==> src/rtl/drs_pkg.sv <==
// Shared constants, types and state encoding for the distinct random index sampler.
// No dependencies; every other file in the block refers to this package by scoped names.

package drs_pkg;

   // Field widths of the request and response items.
   localparam int CNT_W   = 11;
   localparam int INDEX_W = 10;
   localparam int MULT_W  = 32;
   localparam int STATE_W = 64;
   localparam int HALF_W  = 32;

   // Range limits and generator constants.
   localparam int MAX_POINTS       = 1024;
   localparam int SAMPLE_COUNT_DEF = 5;
   localparam int DRAW_LIMIT       = 4096;
   localparam int TRIES_W          = $clog2(DRAW_LIMIT + 1);
   localparam logic [MULT_W-1:0] MULT_RESET = 32'd4164903690;

   // Bit counter for the iterative remainder unit.
   localparam int STEP_W = $clog2(HALF_W);

   // Sequencer states.
   typedef enum logic [2:0] {
      ST_IDLE,
      ST_MUL,
      ST_ADD,
      ST_LOAD,
      ST_DIV,
      ST_CHECK,
      ST_EMIT,
      ST_FAIL
   } seq_state_type;

   // Controls from the sequencer to the generator.
   typedef struct packed {
      logic load_ones;
      logic mul_en;
      logic add_en;
   } mwc_ctrl_type;

   // Status from the remainder unit to the sequencer.
   typedef struct packed {
      logic               done;
      logic [CNT_W-1:0]   remainder;
   } urem_stat_type;

endpackage

==> src/rtl/drs_ifs.sv <==
// Handshake channel interfaces: request, response and configuration write.
// Depends on drs_pkg for the payload widths.

interface drs_req_if;
   logic                         valid;
   logic                         ready;
   logic [drs_pkg::CNT_W-1:0]    point_count;
   logic                         restart;

   modport source (output valid, output point_count, output restart, input ready);
   modport sink   (input valid, input point_count, input restart, output ready);
endinterface

interface drs_rsp_if;
   logic                         valid;
   logic                         ready;
   logic [drs_pkg::INDEX_W-1:0]  index;
   logic                         last;
   logic                         error;

   modport source (output valid, output index, output last, output error, input ready);
   modport sink   (input valid, input index, input last, input error, output ready);
endinterface

interface drs_csr_if;
   logic                         valid;
   logic                         ready;
   logic [drs_pkg::MULT_W-1:0]   multiplier;

   modport source (output valid, output multiplier, input ready);
   modport sink   (input valid, input multiplier, output ready);
endinterface

==> src/rtl/drs_mwc.sv <==
// Multiply-with-carry generator: 64-bit state, one 32x32 multiply then one wide add.
// Depends on drs_pkg for widths and the control struct.

module drs_mwc (
   input  logic                          clock,
   input  logic                          reset,
   input  drs_pkg::mwc_ctrl_type         ctrl,
   input  logic [drs_pkg::MULT_W-1:0]    multiplier,
   output logic [drs_pkg::HALF_W-1:0]    low_word
);

   logic [drs_pkg::STATE_W-1:0] state_ff, state_in;
   logic [drs_pkg::STATE_W-1:0] product_ff, product_in;

   // The product of the low half is registered before the high half is added.
   always_comb begin
      product_in = product_ff;
      if (ctrl.mul_en) begin
         product_in = drs_pkg::STATE_W'(state_ff[drs_pkg::HALF_W-1:0]) *
                      drs_pkg::STATE_W'(multiplier);
      end
   end

   // State update: restart sets all ones, the add step completes a draw.
   always_comb begin
      state_in = state_ff;
      if (ctrl.load_ones) begin
         state_in = '1;
      end else if (ctrl.add_en) begin
         state_in = product_ff +
                    {{drs_pkg::HALF_W{1'b0}}, state_ff[drs_pkg::STATE_W-1:drs_pkg::HALF_W]};
      end
   end

   always_ff @(posedge clock) begin
      if (reset) begin
         state_ff <= '1;
      end else begin
         state_ff <= state_in;
      end
   end

   always_ff @(posedge clock) begin
      product_ff <= product_in;
   end

   assign low_word = state_ff[drs_pkg::HALF_W-1:0];

endmodule

==> src/rtl/drs_urem.sv <==
// Iterative restoring remainder unit: 32-bit dividend by an 11-bit count, one bit a cycle.
// Depends on drs_pkg for widths and the status struct.

module drs_urem (
   input  logic                          clock,
   input  logic                          reset,
   input  logic                          start,
   input  logic [drs_pkg::HALF_W-1:0]    dividend,
   input  logic [drs_pkg::CNT_W-1:0]     divisor,
   output drs_pkg::urem_stat_type        stat
);

   logic                          busy_ff, busy_in;
   logic                          done_ff, done_in;
   logic [drs_pkg::STEP_W-1:0]    step_ff, step_in;
   logic [drs_pkg::HALF_W-1:0]    dvd_ff, dvd_in;
   logic [drs_pkg::CNT_W-1:0]     rem_ff, rem_in;
   logic [drs_pkg::CNT_W-1:0]     trial;

   // The partial remainder stays below the divisor, so one shifted bit fits in CNT_W bits.
   assign trial = {rem_ff[drs_pkg::CNT_W-2:0], dvd_ff[drs_pkg::HALF_W-1]};

   // One restoring step per cycle while busy.
   always_comb begin
      busy_in = busy_ff;
      done_in = 1'b0;
      step_in = step_ff;
      dvd_in  = dvd_ff;
      rem_in  = rem_ff;
      if (start) begin
         busy_in = 1'b1;
         step_in = '0;
         dvd_in  = dividend;
         rem_in  = '0;
      end else if (busy_ff) begin
         dvd_in  = {dvd_ff[drs_pkg::HALF_W-2:0], 1'b0};
         rem_in  = (trial >= divisor) ? (trial - divisor) : trial;
         step_in = step_ff + 1'b1;
         if (step_ff == drs_pkg::STEP_W'(drs_pkg::HALF_W - 1)) begin
            busy_in = 1'b0;
            done_in = 1'b1;
         end
      end
   end

   always_ff @(posedge clock) begin
      if (reset) begin
         busy_ff <= 1'b0;
         done_ff <= 1'b0;
         step_ff <= '0;
      end else begin
         busy_ff <= busy_in;
         done_ff <= done_in;
         step_ff <= step_in;
      end
   end

   always_ff @(posedge clock) begin
      dvd_ff <= dvd_in;
      rem_ff <= rem_in;
   end

   assign stat.done      = done_ff;
   assign stat.remainder = rem_ff;

endmodule

==> src/rtl/distinct_random_index_sampler.sv <==
// Distinct random index sampler. One request at a time; not ready while a request is at work.
// Each draw runs multiply, add, divider load, 32 remainder steps, a wait for the remainder
// unit's registered done flag, then the duplicate check; the 32-step remainder unit sets the pace.
// A served request makes its draws, then gives one response item per cycle while the
// receiver is ready (SAMPLE_COUNT items); a short count answers with one error response in
// the cycle after the request is taken, and a pick that hits the draw limit ends in one too.
// Synchronous active-high reset: generator all ones, multiplier to its default, sequencer idle.

module distinct_random_index_sampler #(
   parameter int SAMPLE_COUNT = drs_pkg::SAMPLE_COUNT_DEF
) (
   input  logic        clock,
   input  logic        reset,
   drs_req_if.sink     req_chan,
   drs_rsp_if.source   rsp_chan,
   drs_csr_if.sink     csr_chan
);

   localparam int PICK_W = (SAMPLE_COUNT > 1) ? $clog2(SAMPLE_COUNT) : 1;
   localparam logic [PICK_W-1:0] LAST_PICK = PICK_W'(SAMPLE_COUNT - 1);

   drs_pkg::seq_state_type state_ff, state_in;

   logic [drs_pkg::MULT_W-1:0]    mult_ff, mult_in;
   logic [drs_pkg::CNT_W-1:0]     count_ff, count_in;
   logic [drs_pkg::TRIES_W-1:0]   tries_ff, tries_in;
   logic [PICK_W-1:0]             pick_ff, pick_in;
   logic [drs_pkg::INDEX_W-1:0]   picks_ff [SAMPLE_COUNT];

   logic                          req_fire;
   logic                          rsp_fire;
   logic                          csr_fire;
   logic [drs_pkg::CNT_W-1:0]     sat_count;
   logic                          dup;
   logic                          store_pick;
   logic                          div_start;
   logic [drs_pkg::HALF_W-1:0]    low_word;
   drs_pkg::mwc_ctrl_type         mwc_ctrl;
   drs_pkg::urem_stat_type        div_stat;

   assign req_fire = req_chan.valid && req_chan.ready;
   assign rsp_fire = rsp_chan.valid && rsp_chan.ready;
   assign csr_fire = csr_chan.valid && csr_chan.ready;

   // Counts above the supported range are saturated.
   assign sat_count = (req_chan.point_count > drs_pkg::CNT_W'(drs_pkg::MAX_POINTS)) ?
                      drs_pkg::CNT_W'(drs_pkg::MAX_POINTS) : req_chan.point_count;

   // A draw is rejected if it matches any pick already made in this request.
   always_comb begin
      dup = 1'b0;
      for (int j = 0; j < SAMPLE_COUNT; j++) begin
         if ((PICK_W'(j) < pick_ff) &&
             (picks_ff[j] == div_stat.remainder[drs_pkg::INDEX_W-1:0])) begin
            dup = 1'b1;
         end
      end
   end

   // Next-state logic of the sequencer.
   always_comb begin
      state_in = state_ff;
      unique case (state_ff)
         drs_pkg::ST_IDLE: begin
            if (req_fire) begin
               if (sat_count < drs_pkg::CNT_W'(SAMPLE_COUNT)) begin
                  state_in = drs_pkg::ST_FAIL;
               end else begin
                  state_in = drs_pkg::ST_MUL;
               end
            end
         end
         drs_pkg::ST_MUL:  state_in = drs_pkg::ST_ADD;
         drs_pkg::ST_ADD:  state_in = drs_pkg::ST_LOAD;
         drs_pkg::ST_LOAD: state_in = drs_pkg::ST_DIV;
         drs_pkg::ST_DIV: begin
            if (div_stat.done) begin
               state_in = drs_pkg::ST_CHECK;
            end
         end
         drs_pkg::ST_CHECK: begin
            if (dup) begin
               if (tries_ff == drs_pkg::TRIES_W'(drs_pkg::DRAW_LIMIT)) begin
                  state_in = drs_pkg::ST_FAIL;
               end else begin
                  state_in = drs_pkg::ST_MUL;
               end
            end else if (pick_ff == LAST_PICK) begin
               state_in = drs_pkg::ST_EMIT;
            end else begin
               state_in = drs_pkg::ST_MUL;
            end
         end
         drs_pkg::ST_EMIT: begin
            if (rsp_fire && (pick_ff == LAST_PICK)) begin
               state_in = drs_pkg::ST_IDLE;
            end
         end
         drs_pkg::ST_FAIL: begin
            if (rsp_fire) begin
               state_in = drs_pkg::ST_IDLE;
            end
         end
         default: state_in = drs_pkg::ST_IDLE;
      endcase
   end

   // Output and control decode of the sequencer.
   always_comb begin
      req_chan.ready     = 1'b0;
      rsp_chan.valid     = 1'b0;
      rsp_chan.index     = '0;
      rsp_chan.last      = 1'b0;
      rsp_chan.error     = 1'b0;
      mwc_ctrl.load_ones = 1'b0;
      mwc_ctrl.mul_en    = 1'b0;
      mwc_ctrl.add_en    = 1'b0;
      div_start          = 1'b0;
      store_pick         = 1'b0;
      unique case (state_ff)
         drs_pkg::ST_IDLE: begin
            req_chan.ready     = 1'b1;
            mwc_ctrl.load_ones = req_chan.valid && req_chan.restart;
         end
         drs_pkg::ST_MUL:   mwc_ctrl.mul_en = 1'b1;
         drs_pkg::ST_ADD:   mwc_ctrl.add_en = 1'b1;
         drs_pkg::ST_LOAD:  div_start = 1'b1;
         drs_pkg::ST_DIV:   ;
         drs_pkg::ST_CHECK: store_pick = !dup;
         drs_pkg::ST_EMIT: begin
            rsp_chan.valid = 1'b1;
            rsp_chan.index = picks_ff[pick_ff];
            rsp_chan.last  = (pick_ff == LAST_PICK);
         end
         drs_pkg::ST_FAIL: begin
            rsp_chan.valid = 1'b1;
            rsp_chan.last  = 1'b1;
            rsp_chan.error = 1'b1;
         end
         default: ;
      endcase
   end

   // Request bookkeeping: count, draw attempts and pick position.
   always_comb begin
      count_in = count_ff;
      tries_in = tries_ff;
      pick_in  = pick_ff;
      if (req_fire) begin
         count_in = sat_count;
         tries_in = '0;
         pick_in  = '0;
      end
      if (mwc_ctrl.mul_en) begin
         tries_in = tries_ff + 1'b1;
      end
      if (store_pick) begin
         tries_in = '0;
         pick_in  = (pick_ff == LAST_PICK) ? '0 : (pick_ff + 1'b1);
      end
      if ((state_ff == drs_pkg::ST_EMIT) && rsp_fire) begin
         pick_in = (pick_ff == LAST_PICK) ? '0 : (pick_ff + 1'b1);
      end
   end

   // Configuration register; writes are taken at any time.
   assign csr_chan.ready = 1'b1;
   always_comb begin
      mult_in = csr_fire ? csr_chan.multiplier : mult_ff;
   end

   always_ff @(posedge clock) begin
      if (reset) begin
         state_ff <= drs_pkg::ST_IDLE;
         mult_ff  <= drs_pkg::MULT_RESET;
         tries_ff <= '0;
         pick_ff  <= '0;
      end else begin
         state_ff <= state_in;
         mult_ff  <= mult_in;
         tries_ff <= tries_in;
         pick_ff  <= pick_in;
      end
   end

   // Payload storage: the count and the picks of the request in progress.
   always_ff @(posedge clock) begin
      count_ff <= count_in;
      if (store_pick) begin
         picks_ff[pick_ff] <= div_stat.remainder[drs_pkg::INDEX_W-1:0];
      end
   end

   drs_mwc u_mwc (
      .clock      (clock),
      .reset      (reset),
      .ctrl       (mwc_ctrl),
      .multiplier (mult_ff),
      .low_word   (low_word)
   );

   drs_urem u_urem (
      .clock    (clock),
      .reset    (reset),
      .start    (div_start),
      .dividend (low_word),
      .divisor  (count_ff),
      .stat     (div_stat)
   );

endmodule

==> src/flat_wrapper.sv <==
// flat-port wrapper written by rule: the top's interface ports become plain ports
module distinct_random_index_sampler_flat 
#(
   parameter int SAMPLE_COUNT = drs_pkg::SAMPLE_COUNT_DEF
)
  (clock, reset, req_chan_valid, req_chan_point_count, req_chan_restart, req_chan_ready, rsp_chan_valid, rsp_chan_index, rsp_chan_last, rsp_chan_error, rsp_chan_ready, csr_chan_valid, csr_chan_multiplier, csr_chan_ready);
  drs_req_if req_chan_i ();
  drs_rsp_if rsp_chan_i ();
  drs_csr_if csr_chan_i ();
  input  logic clock;
  input  logic reset;
  input wire logic [$bits(req_chan_i.valid)-1:0] req_chan_valid;
  input wire logic [$bits(req_chan_i.point_count)-1:0] req_chan_point_count;
  input wire logic [$bits(req_chan_i.restart)-1:0] req_chan_restart;
  output wire logic [$bits(req_chan_i.ready)-1:0] req_chan_ready;
  output wire logic [$bits(rsp_chan_i.valid)-1:0] rsp_chan_valid;
  output wire logic [$bits(rsp_chan_i.index)-1:0] rsp_chan_index;
  output wire logic [$bits(rsp_chan_i.last)-1:0] rsp_chan_last;
  output wire logic [$bits(rsp_chan_i.error)-1:0] rsp_chan_error;
  input wire logic [$bits(rsp_chan_i.ready)-1:0] rsp_chan_ready;
  input wire logic [$bits(csr_chan_i.valid)-1:0] csr_chan_valid;
  input wire logic [$bits(csr_chan_i.multiplier)-1:0] csr_chan_multiplier;
  output wire logic [$bits(csr_chan_i.ready)-1:0] csr_chan_ready;
  assign req_chan_i.valid = req_chan_valid;
  assign req_chan_i.point_count = req_chan_point_count;
  assign req_chan_i.restart = req_chan_restart;
  assign req_chan_ready = req_chan_i.ready;
  assign rsp_chan_valid = rsp_chan_i.valid;
  assign rsp_chan_index = rsp_chan_i.index;
  assign rsp_chan_last = rsp_chan_i.last;
  assign rsp_chan_error = rsp_chan_i.error;
  assign rsp_chan_i.ready = rsp_chan_ready;
  assign csr_chan_i.valid = csr_chan_valid;
  assign csr_chan_i.multiplier = csr_chan_multiplier;
  assign csr_chan_ready = csr_chan_i.ready;
  distinct_random_index_sampler #(.SAMPLE_COUNT(SAMPLE_COUNT)) u_core (.clock(clock), .reset(reset), .req_chan(req_chan_i), .rsp_chan(rsp_chan_i), .csr_chan(csr_chan_i));
endmodule
==> config.mk <==
export PLATFORM = sky130hd
export DESIGN_NAME = distinct_random_index_sampler_flat
export DESIGN_NICKNAME = d
export VERILOG_FILES = /design/src/rtl/drs_pkg.sv /design/src/rtl/drs_ifs.sv /design/src/rtl/drs_mwc.sv /design/src/rtl/drs_urem.sv /design/src/rtl/distinct_random_index_sampler.sv /design/src/flat_wrapper.sv
export SDC_FILE = /design/constraint.sdc
export NUM_CORES = 2
export LEC_CHECK = 0
export BUFFER_PORTS_ARGS = -buffer_cell sky130_fd_sc_hd__clkbuf_2
export CAP_MARGIN = 10
export CORE_MARGIN = 2
export CORE_UTILIZATION = 50
export DETAILED_ROUTE_END_ITERATION = 6
export PLACE_DENSITY = 0.76
export SYNTH_ARGS = -nofsm -noshare
export SYNTH_HDL_FRONTEND = slang
export SYNTH_SLANG_ARGS = --single-unit
==> constraint.sdc <==
create_clock -name clock -period 7.1 [get_ports clock]
set_input_delay 0.71 -clock clock [delete_from_list [all_inputs] [get_ports clock]]
set_output_delay 0.71 -clock clock [all_outputs]
set_load 0.01 [all_outputs]
## Yosys cells after proc, flatten, opt, wreduce, memory -nomap -nowiden

Memories as Yosys holds them, arrays and structs flattened. A register that Yosys moved wholly into a read port is not among the register bits.
Cells that the tools add are included.

| operators by class | value |
|---|---|
| $add $sub $neg | 5 |
| multipliers | 1 |
| divide/modulo/power cells | 0 |
| magnitude comparators | 8 |
| equality and inequality tests | 19 |
| shift operators | 0 |
| mux-type cells | 42 |
| bitwise logic cells | 1 |
| reductions and logical operators | 21 |

Operators by type and width:

| operator | count |
|---|---|
| 64-bit by 32-bit adder with 64-bit output | 1 |
| 32-bit by 32-bit multiplier with 64-bit output | 1 |
| 32-bit 2-to-1 mux | 2 |
| 10-bit == test | 5 |
| 3-bit 2-to-1 mux | 14 |
| 13-bit 2-to-1 mux | 2 |
| 3-bit one-hot mux with 8 select lines | 1 |
| 10-bit 2-to-1 mux | 2 |
| 1-bit 2-to-1 mux | 19 |
| 3-bit == test, second input constant | 5 |
| 13-bit by 1-bit adder with 13-bit output, second input constant | 1 |
| 13-bit == test, second input constant | 1 |
| 11-bit >= comparator | 1 |
| 11-bit greater-than comparator, second input constant | 1 |
| 11-bit by 3-bit < comparator with 1-bit output, second input constant | 1 |
| 11-bit 2-to-1 mux | 1 |
| 1-bit logical AND | 10 |
| 10-bit subtractor | 1 |
| 2-bit OR reduction | 4 |
| 3-bit by 2-bit == test with 1-bit output, second input constant | 2 |
| 1-bit by 3-bit < comparator with 1-bit output, first input constant | 2 |
| 2-bit by 3-bit < comparator with 1-bit output, first input constant | 2 |
| 2-bit by 1-bit inequality test with 1-bit output, second input constant | 3 |
| 5-bit by 1-bit adder with 5-bit output, second input constant | 1 |
| 13 further kinds | 14 |

| word-level totals | value |
|---|---|
| register bits | 239 |
| bits in latches | 0 |
| memory bits (writable) | 50 |
| bits in read-only memories | 0 |
| bits of input ports | 49 |
| output and inout port bits | 15 |
| word-level logic and storage cells | 110 |
| memories | 1 |

Memories:

| name | depth | width | rd ports | clocked after memory_dff | wr ports | RTL line | source |
|---|---|---|---|---|---|---|---|
| u_core.picks_ff | 5 | 10 | 6 | 1 | 1 | distinct_random_index_sampler.sv:28 | `logic [drs_pkg::INDEX_W-1:0] picks_ff [SAMPLE_COUNT];` |

## Logic depth before layout (Yosys ltp)

An unclocked memory read counts as a cell.

| logic depth | value |
|---|---|
| word-level depth | 14 |
| depth in mapped cells | 30 |
| depth with buffers taken out | 28 |

## Cells and area by module

From an unflattened synthesis, not the netlist that was laid out.

| second synthesis, totals | value |
|---|---|
| cell total of the unflattened synthesis | 5213 |
| area total of the unflattened synthesis | 49721.4 um2 |

By module, submodules not included:

| module | instances | cells each | area each (um2) | seq. area each (um2) |
|---|---|---|---|---|
| drs_mwc | 1 | 4461 | 40478.8 | 3203.1 |
| distinct_random_index_sampler | 1 | 513 | 6525.0 | 3813.7 |
| drs_urem | 1 | 239 | 2717.6 | 1321.3 |

## Least setup slack after synthesis

Ideal clock, no wire load.

| path | value |
|---|---|
| path kind | register to register |
| start point | register u_core.u_mwc.state_ff[9] (netlist name) |
| end point | register u_core.u_mwc.product_ff[61] (netlist name), data pin |
| library setup time | 260 ps |
| arrival time | 7289 ps |
| required time | 6840 ps |
| setup slack | -449 ps |
| stages on the path, launching flop included | 30 |
| buffers on the path | 2 |
| clock period less this slack | 7549 ps |
| cells stage by stage | dfxtp_1 -> clkbuf_1 -> nand2_1 -> fa_1 -> inv_1 -> fa_1 -> fa_1 -> inv_1 -> fa_1 -> inv_1 -> fa_1 -> inv_1 -> fa_1 -> inv_1 -> fa_1 -> inv_1 -> fa_1 -> inv_1 -> ha_1 -> clkbuf_1 -> a21oi_1 -> o21ai_0 -> o21ai_1 -> o221ai_2 -> or4_1 -> a41o_1 -> a311o_1 -> a21oi_2 -> o21ai_2 -> xor2_1 |

| between the ends | value |
|---|---|
| longest elaborated chain between the ends | 1 |

RTL lines:

| item | RTL line | source |
|---|---|---|
| from (decl) | drs_mwc.sv:12 | `logic [drs_pkg::STATE_W-1:0] state_ff, state_in;` |
| from (signal assigned) | drs_mwc.sv:39 | `state_ff <= state_in;` |
| 32-bit by 32-bit multiplier with 64-bit output | drs_mwc.sv:19 | `product_in = drs_pkg::STATE_W'(state_ff[drs_pkg::HALF_W-1:0]) *` |
| to (signal assigned) | drs_mwc.sv:44 | `product_ff <= product_in;` |
| to (decl) | drs_mwc.sv:13 | `logic [drs_pkg::STATE_W-1:0] product_ff, product_in;` |

Every way passes these cells.
A chain may end at the register's enable or synchronous reset.

## Worst setup path in the final report

| path | value |
|---|---|
| start point | register u_core.u_mwc.state_ff[13] (netlist name) |
| end point | register u_core.u_mwc.product_ff[61] (netlist name), data pin |

The elaborated chain is that of the path after synthesis.

==> results.py <==
metrics = {
    "floorplan": {
        "die-area_mm2": 0.09932,
        "die_height_um": 315.2,
        "rows": 114,
        "start_util": 0.5028,
        "ios": 64,
        "core_area_mm2": 0.09628,
        "die_x_um": 315.2,
    },
    "sta": {
        "setup_viol": 24,
        "finalCriticalPeriod_ps": 7608,
        "rsz0062_at_grt": "true",
        "worst_pin_slew_ps": 1027,
        "max_clock_freq_ghz": 0.1314,
        "finClkSkew_ps": 23.57,
        "fin_crit_sh": 1.071,
        "worst_slack_ps": -507.6,
        "hold_viol": 0,
        "slew_headroom": 0.3142,
        "finalMaxSlewViolations": 0,
    },
    "critical_path": {
        "worstPathArrival_ps": 7930,
        "crit_top_cell": "fa_1",
        "path_max_fanout": 6,
        "startpoint": "u_core.u_mwc.state_ff[13]",
        "reg2reg_depth": 23,
        "cpMaxStageDelayCell": "fa_1",
        "crit_path_end_kind": "register",
        "cp_cell_sequence": "clkbuf_4, and2_4, fa_1, fa_1, inv_2, fa_1, fa_1, fa_1, inv_1, fa_1, fa_2, fa_2, ha_4, a21oi_4, o211ai_1, a21oi_2, o221ai_4, or4_4, a41o_1, a311o_1, a21oi_2, o21ai_2, xor2_1",
        "regToRegEndpoint": "u_core.u_mwc.product_ff[61]",
        "cp_data_required_time_ps": 7420,
        "startpoint_type": "register",
        "path_class": "register to register",
        "cp_slowest_stage_delay_ps": 590,
        "r2r_slack_ps": -510,
        "rr_startpoint": "u_core.u_mwc.state_ff[13]",
    },
    "drt": {
        "ant_nets": 0,
        "vias": 37100,
        "drtIter0Drc": 2690,
        "avgRoutedWirePerCell_um": 19.98,
        "drtPass1Iterations": 7,
        "wirelength_um": 134100,
        "vias_per_cell": 5.530,
        "drc": 5,
    },
    "final_layout": {
        "layout.nets": 6663,
        "drive_above_1_share": 0.1730,
        "final_cell_mix": "inv_1, fa_1, nand2_1",
        "fin_cells": 6709,
        "multi_input_area_mm2": 0.03667,
        "final_common_cell": "inv_1",
        "regArea_mm2": 0.008439,
        "num_antenna_cells": 0,
        "final_cell_area_mm2": 0.05695,
        "syn_to_final_growth_pct": 17.65,
        "fillers": 7623,
    },
    "synthesis": {
        "syn_area_per_cell_um2": 9.546,
        "async_flop_share": 0,
        "yosys_register_bits": 322,
        "seq_area_frac_synth": 0.1718,
        "yosys_most_used_dff": "edfxtp_1",
        "synth_nets": 6330,
        "synth_cell_types": 80,
        "synth_cells": 5071,
        "syn_area_mm2": 0.04841,
        "synth-edff-count": 187,
        "yosysWarningCount": 0,
    },
    "clocking": {
        "clockBufferDepth": 3,
        "clk_latency_ps": 580,
        "cts_max_level": 2,
        "numCtsBuffers": 37,
        "clkTransAtPathRegs_ps": 60,
        "root_buffer": "clkbuf_16",
        "tritoncts": "built",
        "ctsHoldBuffers": 0,
        "clock_sinks": 322,
    },
    "global_route": {
        "grt_max_degree": 83,
        "grt_pass1_wl_um": 210600,
        "grt_pass1_vias": 39241,
        "overflow": 0,
        "grt_antenna_before_repair": 2,
        "grt.total_usage": 0.2704,
    },
    "hold_path": {
        "min_from": "csr_chan_multiplier[28]",
        "min_to": "u_core.mult_ff[28]",
        "hold_depth": 2,
        "hold_path.class": "input port to register",
    },
    "placed_design": {
        "place_inst": 6539,
        "routabilityCongestion": 0.9290,
        "placed_cell_area_mm2": 0.05313,
        "dp_hpwl_um": 103000,
        "port_buffers": 62,
    },
    "job": {
        "cap_violations": 0,
    },
    "run_status": {
        "outcome": "complete, but fails checks",
        "violations": "design-rule violations, negative setup slack",
    },
}
state kept, by name, indices dropped and copies added (netlist names), named ones only:
name	cells
u_core.picks_ff	80
u_core.u_mwc.product_ff	64
u_core.u_mwc.state_ff	64
u_core.mult_ff	32
u_core.u_urem.dvd_ff	32
u_core.tries_ff	13
u_core.count_ff	11
u_core.u_urem.rem_ff	10
u_core.u_urem.step_ff	5
u_core.pick_ff	3
u_core.state_ff	3
u_core.u_urem.busy_ff	1
u_core.u_urem.done_ff	1
per-layer routing:
metal	track usage	share of wire	routed length, µm
met5	0	0.000082	11
met4	0.1203	0.052	6970
met3	0.04414	0.080	10780
met1	0.3479	0.38	51580
met2	0.4506	0.48	64730
cell type report:
cell class / count / share of cell area
Multi-Input combinational cell: 3559 / 0.6438
Sequential cell: 322 / 0.1482
Timing Repair Buffer: 578 / 0.09665
Inverter: 906 / 0.05972
Tap cell: 1276 / 0.02803
Clock buffer: 46 / 0.01758
Clock inverter: 22 / 0.005998
cells by family (layout without fill, tap and decap cells):
group | after synthesis | after routing | share of synthesized area
AO/OA/AOI/OAI | 480 | 480 | 0.06552
adder cells (fa/ha/maj) | 1210 | 1210 | 0.4520
other | 1 | 1 | 0.00007747
XOR/XNOR | 166 | 166 | 0.03003
flip-flops | 322 | 322 | 0.1718
multiplexers | 53 | 53 | 0.01613
buffers and inverters | 1190 | 1552 | 0.09305
AND/OR/NAND/NOR | 1649 | 1649 | 0.1713
Yosys cell counts, drive strengths merged, types with 9 or more instances:
master / n / area share
fa: 898 / 0.37
clkbuf: 275 / 0.022
nand2b: 16 / 0.0021
a211oi: 21 / 0.0035
nand3: 46 / 0.0048
a21oi: 137 / 0.014
nor3: 54 / 0.0056
nand4: 24 / 0.0031
a31oi: 13 / 0.0017
inv: 906 / 0.070
nor2: 143 / 0.011
edfxtp: 187 / 0.12
a21o: 60 / 0.0094
dfxtp: 135 / 0.056
o21ai: 90 / 0.0094
and2: 605 / 0.078
a211o: 21 / 0.0038
ha: 312 / 0.081
nor2b: 45 / 0.0058
buf: 9 / 0.0012
and3: 38 / 0.0050
o211ai: 35 / 0.0054
nand2: 634 / 0.049
xnor2: 98 / 0.018
nor4: 13 / 0.0017
o21a: 24 / 0.0037
xor2: 68 / 0.012
o21bai: 14 / 0.0022
mux4: 20 / 0.0093
mux2i: 33 / 0.0068
how the worst max path moves through the flow:
stage	to
finish	u_core.u_mwc.product_ff[61]
global route	u_core.u_mwc.product_ff[61]
CTS	u_core.u_mwc.product_ff[61]
detailed placement	u_core.u_mwc.product_ff[61]
global placement	u_core.u_mwc.product_ff[61]
floorplan	u_core.u_mwc.product_ff[61]
critical path: cells and delay by family, from the launching register on:
kind	cells	cell delay, ps
fa+ha+maj	9	4350
compound gates	8	1510
simple gates	2	640
flops	1	390
buf+inv	3	290
xor+xnor	1	140
per-stage QoR:
| step | setup slack (ps) | utilization | setup TNS (ps) | hold slack (ps) |
|---|---|---|---|---|
| floorplan | -187.5 | - | -276.2 | 445.9 |
| global placement | -720.2 | 0.5518 | -11200 | 462.9 |
| detailed placement | -759.6 | 0.5518 | -13480 | 482.5 |
| CTS | -426.6 | 0.5816 | -4357 | 336.0 |
| global route | -670.2 | 0.5915 | -12000 | 348.3 |
| finish | -507.6 | 0.5915 | -6138 | 346.2 |
repair_timing:
item                                    4_1_cts  5_1_grt
endpoints found under the setup margin       35       37
gates cloned                                  5        2
setup buffers                                55       43
gates resized for setup                     263      143
pin swaps                                   142      107
Power is left out: the tool's default activity adds up to more than one toggle a clock period on the data nets, which glitch-free logic cannot reach.
